$ cat config.mk
export PLATFORM = sky130hd
export DESIGN_NAME = token_bucket_limiter
export DESIGN_NICKNAME = d
export VERILOG_FILES = /design/src/rtl/tbl_pkg.sv /design/src/rtl/token_bucket_limiter.sv /design/src/rtl/tbl_fifo.sv /design/src/rtl/tbl_front.sv /design/src/rtl/tbl_back.sv
export SDC_FILE = /design/constraint.sdc
export NUM_CORES = 2
export LEC_CHECK = 0
export BUFFER_PORTS_ARGS = -buffer_cell sky130_fd_sc_hd__buf_2
export CORE_MARGIN = 2
export CORE_UTILIZATION = 44
export CTS_BUF_LIST = sky130_fd_sc_hd__clkbuf_16
export DETAILED_ROUTE_END_ITERATION = 6
export PLACE_DENSITY_LB_ADDON = 0.25
export SETUP_SLACK_MARGIN = 0.3
export SYNTH_ARGS = -nofsm -noshare
export SYNTH_HDL_FRONTEND = slang
export SYNTH_HIERARCHICAL = 1
export SYNTH_SLANG_ARGS = --single-unit
$ cat constraint.sdc
create_clock -name clk -period 15.4 [get_ports clk]
set_input_delay 1.54 -clock clk [delete_from_list [all_inputs] [get_ports clk]]
set_output_delay 1.54 -clock clk [all_outputs]
set_load 0.1 [all_outputs]
$ cat src/rtl/tbl_pkg.sv
`default_nettype none

package tbl_pkg;

	localparam int TOKEN_WIDTH_DEF = 32;
	localparam int QUEUE_DEPTH_DEF = 2;
	localparam int CFG_INDEX_W = 3;

	typedef enum logic [CFG_INDEX_W-1:0] {
		REG_START_TIME     = 3'd0,
		REG_CAPACITY       = 3'd1,
		REG_QUANTUM        = 3'd2,
		REG_TICK_PERIOD    = 3'd3,
		REG_INITIAL_TOKENS = 3'd4
	} cfg_reg_t;

	typedef struct packed {
		logic [63:0] now_ns;
		logic [15:0] request_count;
	} in_item_t;

	typedef struct packed {
		logic [15:0] granted;
		logic [31:0] remaining;
	} out_item_t;

	typedef struct packed {
		logic [63:0] tick;
		logic [15:0] request_count;
	} tick_item_t;

	typedef struct packed {
		logic [63:0] start_time;
		logic [31:0] capacity;
		logic [31:0] quantum;
		logic [39:0] tick_period;
	} cfg_regs_t;

	typedef struct packed {
		logic        load;
		logic [31:0] value;
	} token_load_t;

endpackage

`default_nettype wire

$ cat src/rtl/token_bucket_limiter.sv
// Token bucket policer. Each request carries the time in ns and a token count; the
// block refills the bucket from the fill ticks elapsed since the last nonzero request, grants
// at most the tokens held and reports the grant and the tokens left. The front end
// turns elapsed time into ticks with a 64-step divider for a request with a nonzero
// count and takes no new request until it has handed the ticks on; a zero request
// skips the divider. The back end applies refill and grant through its MUL and UPD
// states, so it keeps up with the divider; a full result queue stalls the back end and
// then the front end. Config writes are always taken and should be made only while the
// block is idle; a write to initial_tokens also loads the bucket.
`default_nettype none

module token_bucket_limiter #(
	parameter int TOKEN_WIDTH = tbl_pkg::TOKEN_WIDTH_DEF,
	parameter int QUEUE_DEPTH = tbl_pkg::QUEUE_DEPTH_DEF
) (
	input  wire logic                              clk,
	input  wire logic                              arst_n,
	input  wire logic                              push,
	output logic                                   full,
	input  wire tbl_pkg::in_item_t                 item,
	output logic                                   empty,
	input  wire logic                              pop,
	output tbl_pkg::out_item_t                     result,
	input  wire logic                              cfg_valid,
	output logic                                   cfg_ready,
	input  wire logic [tbl_pkg::CFG_INDEX_W-1:0]   cfg_index,
	input  wire logic [63:0]                       cfg_data
);

	tbl_pkg::cfg_regs_t   cfg_q;
	tbl_pkg::token_load_t load;
	logic                 cfg_we;

	logic                 mid_push;
	logic                 mid_full;
	logic                 mid_pop;
	logic                 mid_empty;
	tbl_pkg::tick_item_t  mid_wdata;
	tbl_pkg::tick_item_t  mid_rdata;

	logic                 res_push;
	logic                 res_full;
	tbl_pkg::out_item_t   res_wdata;

	assign cfg_ready  = 1'b1;
	assign cfg_we     = cfg_valid && cfg_ready;
	assign load.load  = cfg_we && (cfg_index == tbl_pkg::REG_INITIAL_TOKENS);
	assign load.value = cfg_data[31:0];

	always_ff @(posedge clk or negedge arst_n) begin
		if (!arst_n) begin
			cfg_q.start_time  <= '0;
			cfg_q.capacity    <= '0;
			cfg_q.quantum     <= '0;
			cfg_q.tick_period <= 40'd1;
		end else if (cfg_we) begin
			unique case (cfg_index)
				tbl_pkg::REG_START_TIME:  cfg_q.start_time  <= cfg_data;
				tbl_pkg::REG_CAPACITY:    cfg_q.capacity    <= cfg_data[31:0];
				tbl_pkg::REG_QUANTUM:     cfg_q.quantum     <= cfg_data[31:0];
				tbl_pkg::REG_TICK_PERIOD: cfg_q.tick_period <= cfg_data[39:0];
				default: begin
				end
			endcase
		end
	end

	tbl_front u_front (
		.clk    (clk),
		.arst_n (arst_n),
		.push   (push),
		.full   (full),
		.item   (item),
		.cfg    (cfg_q),
		.q_push (mid_push),
		.q_data (mid_wdata),
		.q_full (mid_full)
	);

	tbl_fifo #(
		.WIDTH ($bits(tbl_pkg::tick_item_t)),
		.DEPTH (QUEUE_DEPTH)
	) u_mid_fifo (
		.clk    (clk),
		.arst_n (arst_n),
		.push   (mid_push),
		.wdata  (mid_wdata),
		.full   (mid_full),
		.pop    (mid_pop),
		.rdata  (mid_rdata),
		.empty  (mid_empty)
	);

	tbl_back #(
		.TOKEN_WIDTH (TOKEN_WIDTH)
	) u_back (
		.clk     (clk),
		.arst_n  (arst_n),
		.cfg     (cfg_q),
		.load    (load),
		.q_empty (mid_empty),
		.q_pop   (mid_pop),
		.q_data  (mid_rdata),
		.r_full  (res_full),
		.r_push  (res_push),
		.r_data  (res_wdata)
	);

	tbl_fifo #(
		.WIDTH ($bits(tbl_pkg::out_item_t)),
		.DEPTH (QUEUE_DEPTH)
	) u_res_fifo (
		.clk    (clk),
		.arst_n (arst_n),
		.push   (res_push),
		.wdata  (res_wdata),
		.full   (res_full),
		.pop    (pop),
		.rdata  (result),
		.empty  (empty)
	);

endmodule

`default_nettype wire

$ cat src/rtl/tbl_fifo.sv
`default_nettype none

module tbl_fifo #(
	parameter int WIDTH = 8,
	parameter int DEPTH = tbl_pkg::QUEUE_DEPTH_DEF
) (
	input  wire logic             clk,
	input  wire logic             arst_n,
	input  wire logic             push,
	input  wire logic [WIDTH-1:0] wdata,
	output logic                  full,
	input  wire logic             pop,
	output logic [WIDTH-1:0]      rdata,
	output logic                  empty
);

	localparam int PTR_W = (DEPTH > 1) ? $clog2(DEPTH) : 1;
	localparam int CNT_W = $clog2(DEPTH + 1);

	logic [WIDTH-1:0] mem_q [DEPTH];
	logic [PTR_W-1:0] wr_ptr_q;
	logic [PTR_W-1:0] rd_ptr_q;
	logic [CNT_W-1:0] count_q;
	logic             do_push;
	logic             do_pop;

	assign full    = (count_q == CNT_W'(DEPTH));
	assign empty   = (count_q == '0);
	assign do_push = push && !full;
	assign do_pop  = pop && !empty;
	assign rdata   = mem_q[rd_ptr_q];

	always_ff @(posedge clk) begin
		if (do_push) begin
			mem_q[wr_ptr_q] <= wdata;
		end
	end

	always_ff @(posedge clk or negedge arst_n) begin
		if (!arst_n) begin
			wr_ptr_q <= '0;
			rd_ptr_q <= '0;
			count_q  <= '0;
		end else begin
			if (do_push) begin
				wr_ptr_q <= (wr_ptr_q == PTR_W'(DEPTH - 1)) ? '0 : wr_ptr_q + 1'b1;
			end
			if (do_pop) begin
				rd_ptr_q <= (rd_ptr_q == PTR_W'(DEPTH - 1)) ? '0 : rd_ptr_q + 1'b1;
			end
			if (do_push && !do_pop) begin
				count_q <= count_q + 1'b1;
			end else if (do_pop && !do_push) begin
				count_q <= count_q - 1'b1;
			end
		end
	end

endmodule

`default_nettype wire

$ cat src/rtl/tbl_front.sv
`default_nettype none

module tbl_front (
	input  wire logic                 clk,
	input  wire logic                 arst_n,
	input  wire logic                 push,
	output logic                      full,
	input  wire tbl_pkg::in_item_t    item,
	input  wire tbl_pkg::cfg_regs_t   cfg,
	output logic                      q_push,
	output tbl_pkg::tick_item_t       q_data,
	input  wire logic                 q_full
);

	localparam int DIV_STEPS = 64;
	localparam int CNT_W     = $clog2(DIV_STEPS);

	typedef enum logic [1:0] {
		IDLE,
		DIV,
		SEND
	} state_t;

	state_t           state_q;
	logic [CNT_W-1:0] cnt_q;
	logic [63:0]      num_q;
	logic [39:0]      rem_q;
	logic [15:0]      req_q;

	logic [39:0] divisor;
	logic [40:0] rem_sh;
	logic        ge;
	logic [39:0] rem_nx;

	// zero interval counts as one
	assign divisor = (cfg.tick_period == '0) ? 40'd1 : cfg.tick_period;
	assign rem_sh  = {rem_q, num_q[63]};
	assign ge      = (rem_sh >= {1'b0, divisor});
	assign rem_nx  = ge ? 40'(rem_sh - {1'b0, divisor}) : rem_sh[39:0];

	assign full                 = (state_q != IDLE);
	assign q_push               = (state_q == SEND) && !q_full;
	assign q_data.tick          = num_q;
	assign q_data.request_count = req_q;

	always_ff @(posedge clk or negedge arst_n) begin
		if (!arst_n) begin
			state_q <= IDLE;
			cnt_q   <= '0;
		end else begin
			unique case (state_q)
				IDLE: begin
					if (push) begin
						num_q   <= item.now_ns - cfg.start_time;
						rem_q   <= '0;
						req_q   <= item.request_count;
						cnt_q   <= '0;
						state_q <= (item.request_count == '0) ? SEND : DIV;
					end
				end
				DIV: begin
					// restoring divide, one quotient bit per cycle
					rem_q <= rem_nx;
					num_q <= {num_q[62:0], ge};
					cnt_q <= cnt_q + 1'b1;
					if (cnt_q == CNT_W'(DIV_STEPS - 1)) begin
						state_q <= SEND;
					end
				end
				SEND: begin
					if (!q_full) begin
						state_q <= IDLE;
					end
				end
				default: begin
					state_q <= IDLE;
				end
			endcase
		end
	end

endmodule

`default_nettype wire

$ cat src/rtl/tbl_back.sv
`default_nettype none

module tbl_back #(
	parameter int TOKEN_WIDTH = tbl_pkg::TOKEN_WIDTH_DEF
) (
	input  wire logic                  clk,
	input  wire logic                  arst_n,
	input  wire tbl_pkg::cfg_regs_t    cfg,
	input  wire tbl_pkg::token_load_t  load,
	input  wire logic                  q_empty,
	output logic                       q_pop,
	input  wire tbl_pkg::tick_item_t   q_data,
	input  wire logic                  r_full,
	output logic                       r_push,
	output tbl_pkg::out_item_t         r_data
);

	typedef enum logic [1:0] {
		IDLE,
		MUL,
		UPD
	} state_t;

	state_t                 state_q;
	logic [TOKEN_WIDTH-1:0] tokens_q;
	logic [63:0]            last_tick_q;
	logic [63:0]            delta_q;
	logic [63:0]            prod_q;
	logic                   big_q;
	logic [15:0]            req_q;

	logic                   take;
	logic                   zero_req;
	logic [63:0]            mul_w;
	logic [TOKEN_WIDTH-1:0] cap;
	logic [TOKEN_WIDTH-1:0] room;
	logic [TOKEN_WIDTH-1:0] tok_fill;
	logic [TOKEN_WIDTH-1:0] tok_after;
	logic [15:0]            grant;

	assign take     = !q_empty && !r_full;
	assign zero_req = (q_data.request_count == '0);
	assign q_pop    = (state_q == IDLE) && take;
	assign mul_w    = 64'(delta_q[31:0]) * 64'(cfg.quantum);

	always_comb begin
		cap      = TOKEN_WIDTH'(cfg.capacity);
		room     = cap - tokens_q;
		tok_fill = tokens_q;
		if ((tokens_q < cap) && (cfg.quantum != '0)) begin
			if (big_q || (prod_q > 64'(room))) begin
				tok_fill = cap;
			end else begin
				tok_fill = tokens_q + TOKEN_WIDTH'(prod_q);
			end
		end
		grant     = (64'(tok_fill) < 64'(req_q)) ? 16'(tok_fill) : req_q;
		tok_after = tok_fill - TOKEN_WIDTH'(grant);
	end

	always_comb begin
		r_push = 1'b0;
		r_data = '0;
		if (state_q == UPD) begin
			r_push           = 1'b1;
			r_data.granted   = grant;
			r_data.remaining = 32'(tok_after);
		end else if ((state_q == IDLE) && take && zero_req) begin
			r_push           = 1'b1;
			r_data.remaining = 32'(tokens_q);
		end
	end

	always_ff @(posedge clk or negedge arst_n) begin
		if (!arst_n) begin
			state_q     <= IDLE;
			tokens_q    <= '0;
			last_tick_q <= '0;
		end else begin
			unique case (state_q)
				IDLE: begin
					if (take && !zero_req) begin
						delta_q     <= q_data.tick - last_tick_q;
						last_tick_q <= q_data.tick;
						req_q       <= q_data.request_count;
						state_q     <= MUL;
					end
				end
				MUL: begin
					prod_q  <= mul_w;
					big_q   <= |delta_q[63:32];
					state_q <= UPD;
				end
				UPD: begin
					tokens_q <= tok_after;
					state_q  <= IDLE;
				end
				default: begin
					state_q <= IDLE;
				end
			endcase
			if (load.load) begin
				tokens_q <= TOKEN_WIDTH'(load.value);
			end
		end
	end

endmodule

`default_nettype wire

After elaboration in Yosys (flattened, before gate mapping):

Memories as Yosys holds them, arrays and structs flattened.
Cells that the tools add are included.

* ROM bits: 0
* bits of input ports: 152
* output and inout port bits: 51
* register bits: 547
* bits in writable memories: 256
* memories kept: 2
* word-level logic and storage cells: 147
* bits in latches: 0

Memories
* u_mid_fifo.mem_q: words 2, width 80, rd ports 1, clocked after Yosys merged registers in 0, write ports 1, RTL line tbl_fifo.sv:20 `logic [WIDTH-1:0] mem_q [DEPTH];`
* u_res_fifo.mem_q: words 2, width 48, rd ports 1, clocked after Yosys merged registers in 0, write ports 1, RTL line tbl_fifo.sv:20

* bitwise gates (word level): 0
* add/sub/neg operators: 15
* shift-type cells: 0
* multiplexer cells: 37
* div/mod/pow operators: 0
* magnitude comparators: 4
* equal/unequal tests: 15
* reductions and logical operators: 51
* $mul: 1

Operators by type and width (count)
* $mux W32: 6
* $pmux W64 S2: 1
* $sub A64 B64 Y64: 2
* $mux W40: 3
* $pmux W40 S2: 1
* $gt A64 B32 Y1: 1
* $mul A32 B32 Y64: 1
* $mux W64: 1
* $ge A41 B40 Y1: 1
* $logic_not A40 Y1: 1
* $sub A40 B40 Y40: 1
* $add A32 B32 Y32: 1
* $logic_not A16 Y1: 2
* $lt A32 B16 Y1: 1
* $lt A32 B32 Y1: 1
* $mux W16: 2
* $reduce_bool A32 Y1: 1
* $reduce_or A32 Y1: 1
* $sub A32 B16 Y32: 1
* $sub A32 B32 Y32: 1
* $mux W2: 9
* $logic_and A1 B1 Y1: 15
* $reduce_and A2 Y1: 7
* $pmux W6 S2: 1
* 22 further kinds: 61

Depth between registers and ports, before layout:

* depth after elaboration: 12
* gate-level depth with buffers: 61
* gate-level depth less buffers: 57

Hierarchy:

The synthesis kept the hierarchy.

By module, submodules not included
* tbl_back: sequential area each 6806.5 um^2, cells an instance 5826, area an instance 51094.0 um^2, times used 1
* tbl_front: sequential area each 3803.6 um^2, cells an instance 1398, area an instance 11541.1 um^2, times used 1
* token_bucket_limiter: sequential area each 4205.3 um^2, cells an instance 363, area an instance 6615.1 um^2, times used 1
* tbl_fifo at u_mid_fifo: sequential area each 4904.7 um^2, cells an instance 268, area an instance 6369.9 um^2, times used 1
* tbl_fifo at u_res_fifo: sequential area each 2982.9 um^2, cells an instance 168, area an instance 3706.1 um^2, times used 1

Worst setup path after synthesis:

Ideal clock, no wire load.

* path kind: flip-flop to flip-flop
* start point: register u_back.tokens_q[1]
* end point: memory u_res_fifo/mem_q[0][28] in the netlist's numbering, data pin
* slack: 2.969 ns
* cell stages (with the launch flop): 57
* arrival: 12.160 ns
* path buffers: 5
* required time: 15.129 ns
* setup time: 0.271 ns
* clock period less this slack: 12.431 ns
* cell sequence: dfrtp_1 > inv_1 > ha_1 > nor2b_1 > o21ai_0 > a21boi_0 > o21ai_0 > a21boi_0 > o21ai_0 > a21boi_0 > o21ai_0 > a211oi_1 > o31ai_1 > o2111ai_1 > nand3_1 > o221ai_1 > o41a_1 > a21oi_1 > [21 not listed] > nor3_1 > buf_2 > buf_1 > clkbuf_1 > mux2i_1 > fa_1 > a21oi_1 > nand2_1 > a21o_1 > a21oi_1 > o21ai_0 > mux2_2 > a41o_1 > a311oi_4 > o21ai_4 > nor4b_4 > xnor2_1 > o21ai_1

RTL lines
* start: declaration: RTL line tbl_back.sv:25 `logic [TOKEN_WIDTH-1:0] tokens_q;`
* start signal: assignment: RTL line tbl_back.sv:95 `tokens_q <= tok_after;`
* start signal: assignment: RTL line tbl_back.sv:103 `tokens_q <= TOKEN_WIDTH'(load.value);`
* end: declaration: RTL line tbl_fifo.sv:20

==> impl_results.md <==
* Number of buffers inserted by post-CTS setup repair at 0
* Clock-pin transition on the worst setup and hold timing paths at 0.06 ns
* Critical path arrival at 14.58 ns
* Die boundary height at 429 um
* Commonest non-fill, non-tap cells in the layout: sky130_fd_sc_hd__inv_1 (1328), sky130_fd_sc_hd__nand2_1 (1146), sky130_fd_sc_hd__fa_1 (902), sky130_fd_sc_hd__ha_1 (550), sky130_fd_sc_hd__edfxtp_1 (521)
* Number of H-tree levels at 3
* Post-DRT Antenna Nets at 0
* EDFF count, synth at 521
* Hold buffer count at CTS at 0
* Number of global-route vias before repair at 60745
* Total overflow reported by the global router at 0
* Vias at 58364
* FF-to-FF setup slack at 1.25 ns
* Average cell area after synthesis at 9.89 um^2
* Net count of the finished layout at 9675
* Type of the worst min-delay path: reg2reg
* Total global routing track utilization at 26.5%
* Drt pass-1 iters at 6
* Most frequent standard cell in the layout excluding fill and tap cells: sky130_fd_sc_hd__inv_1
* Area enclosed by the die boundary at 0.184 mm^2
* Setup total negative slack at 0 ns
* Distinct cells, synth at 108
* Total of cells resized after clock tree synthesis at 0
* I/O pin count at 203
* Overall routed net length at 243000 um
* Core footprint at 0.179 mm^2
* CP endpoint kind: flip-flop
* Critical Path Start Type: flip-flop
* Clock latency on the worst-skew pair at 0.75 ns
* Commonest register cell after synthesis: sky130_fd_sc_hd__edfxtp_1
* Number of clock buffers inserted by TritonCTS at 95
* Effective utilization at floorplan at 44.4%
* Vias per cell at 5.54
* Final min period at 14.16 ns
* Main area contributors after synthesis: sky130_fd_sc_hd__fa_1 (23%), sky130_fd_sc_hd__edfxtp_1 (20%), sky130_fd_sc_hd__dfrtp_1 (8.9%)
* Cell family with most CP delay: compound AO/OA/AOI/OAI gates
* Worst stage delay on the critical path at 0.58 ns
* Hpwl dp at 178000 um
* Fill cells at 16713
* Gpl congestion at 0.940
* CP dominant cell by count: sky130_fd_sc_hd__o21ai_0
* Area share of the leading cell type in the synthesized netlist at 22.8%
* Final slew viol count at 0
* Worst slew slack as a fraction of its limit at 17.0%
* Final worst clock skew at 0.0696 ns
* Transition at the pin with the smallest max-transition slack at 1.24 ns
* RSZ-0062 raised after global routing: false
* Run status: complete, no violations
* DR DRC count at 0
* Initial antenna violation count at 17
* Final routed wire length divided by cell count at 23.0 um
* Synthesized area at 0.0793 mm^2
* Share of synthesized registers carrying an async set or reset at 35.1%
* Reported max-cap violation count at 0
* Seq cells post-synth at 803
* Worst slack on hold paths at 0.457 ns
* Sum of buffers and inverters on the critical path at 6
* Clock tree from TritonCTS: built
* Dominant cell type by area after synthesis: sky130_fd_sc_hd__fa_1
* CTS Sinks at 803
* Sequential cell area fraction in the yosys report at 28.6%
* Pin count of the biggest net entering global routing at 93
* Clk Tree Root Cell: sky130_fd_sc_hd__clkbuf_16
* Net count after synthesis at 9627
* Ys Warns at 6
* Post-Syn Instances at 8023
* Area Growth Syn to Fin at 8.05%
* Critical Setup Path Class: reg2reg
* Required time of the critical path at 15.83 ns
* CP max FO at 19
* Die width at 429 um
* Highest achievable clock rate at 70.6 MHz
* Global-route wire length before repair at 371000 um
* Iteration-0 DRC Markers at 4812
* Number of port buffers at 201
* # setup viols final at 0
* Final critical-path share of the clock period at 91.9%
* Max Buffers Root-to-Sink at 3
* Share of layout cells above drive strength 1 at 10.1%
* Row Count at 155
* Cell with the largest stage delay on the worst path: sky130_fd_sc_hd__o31ai_1
* Final Hold Viols at 0
## cells by family (layout without fill, tap and decap cells)
family,Yosys count,count (layout),synth area share [%]
xor gates and xnor gates,299,299,3.30
adders and majority gates,1458,1458,31.5
DFF,803,803,28.6
and+or+nand+nor,2225,2225,12.9
buffers and inverters,1649,1780,8.24
AOI/OAI and AO/OA,1259,1259,10.1
other,1,20,0.00473
muxes,329,329,5.33
## through the flow
stage	setup slack (ns)	instance area, um^2	util [%]	instances
2_1_floorplan	2.97	79300	-	8023
3_3_place_gp	1.69	82500	46.1	10329
3_5_place_dp	1.51	82500	46.1	10329
4_1_cts	1.44	85700	47.9	10509
5_1_grt	0.430	85700	47.9	10515
6_report	1.25	85700	47.9	10528
## worst register-to-register path: cells and delay by family, from the launching register on
family / cells / cell delay [ns]
compound gates: 32 / 8.33
fa+ha+maj: 5 / 1.53
simple gates: 8 / 1.38
buf+inv: 6 / 1.08
mux: 2 / 0.67
flops: 1 / 0.50
xor+xnor: 2 / 0.41
## flip-flops by register name, summed over array words and instances (netlist names), 2 cells and up
name	flops
cfg_q	168
u_mid_fifo/mem_q	160
u_res_fifo/mem_q	96
u_back/delta_q	64
u_back/last_tick_q	64
u_back/prod_q	64
u_front/num_q	64
u_front/rem_q	40
u_back/tokens_q	32
u_back/req_q	16
u_front/req_q	16
u_front/cnt_q	6
u_back/state_q	2
u_front/state_q	2
u_mid_fifo/count_q	2
u_res_fifo/count_q	2
## layer usage
metal  wire length, um  part of all wire (%)  track usage, %
met1            102000                    42            34.7
met2            114000                    47            43.7
met3             18200                   7.5            5.56
met4              8050                   3.3            8.46
met5                60                 0.025               0
## synthesized netlist by cell type (all sizes together), types with 18 or more instances
cell,number
nor2b,35
xor2,101
a21oi,406
mux2i,29
mux2,300
o21bai,44
buf,49
o31ai,27
clkbuf,300
and3,27
or3,23
a211oi,33
xnor2,198
nor2,329
a31oi,34
o21ai,312
inv,1300
a21boi,18
o211ai,32
ha,550
nand2,1148
nor4,59
nand4,70
nor3,57
nand2b,48
fa,902
nand3,71
or2,19
dfrtp,281
edfxtp,521
o21a,31
and2,291
a21o,162
## path summary, 6_finish.rpt
path / from / to / cells past startpoint
setup / recovery: u_back/tokens_q[1] / u_res_fifo/mem_q[1][26] / 55
hold / removal: u_front/req_q[10] / u_mid_fifo/mem_q[0][10] / 0
setup reg to reg: u_back/tokens_q[1] / u_res_fifo/mem_q[1][26] / 55
hold reg to reg: u_front/req_q[10] / u_mid_fifo/mem_q[0][10] / 0
max in group asynchronous: arst_n / u_back/tokens_q[26] / 3
min in group asynchronous: arst_n / u_back/last_tick_q[51] / 1
## layout make-up
class                           instances  area [um^2]  share of cell area, %
Antenna cell                           19         47.5                 0.0555
Clock buffer                           96         2400                   2.80
Clock inverter                         84          744                  0.869
Inverter                             1300         4880                   5.69
Multi-Input combinational cell       5571        50200                   58.6
Sequential cell                       803        22700                   26.5
Tap cell                             2355         2950                   3.44
Timing Repair Buffer                  300         1760                   2.05
Power is left out: the tool's default activity adds up to more than one toggle a clock period on the data nets, which glitch-free logic cannot reach.
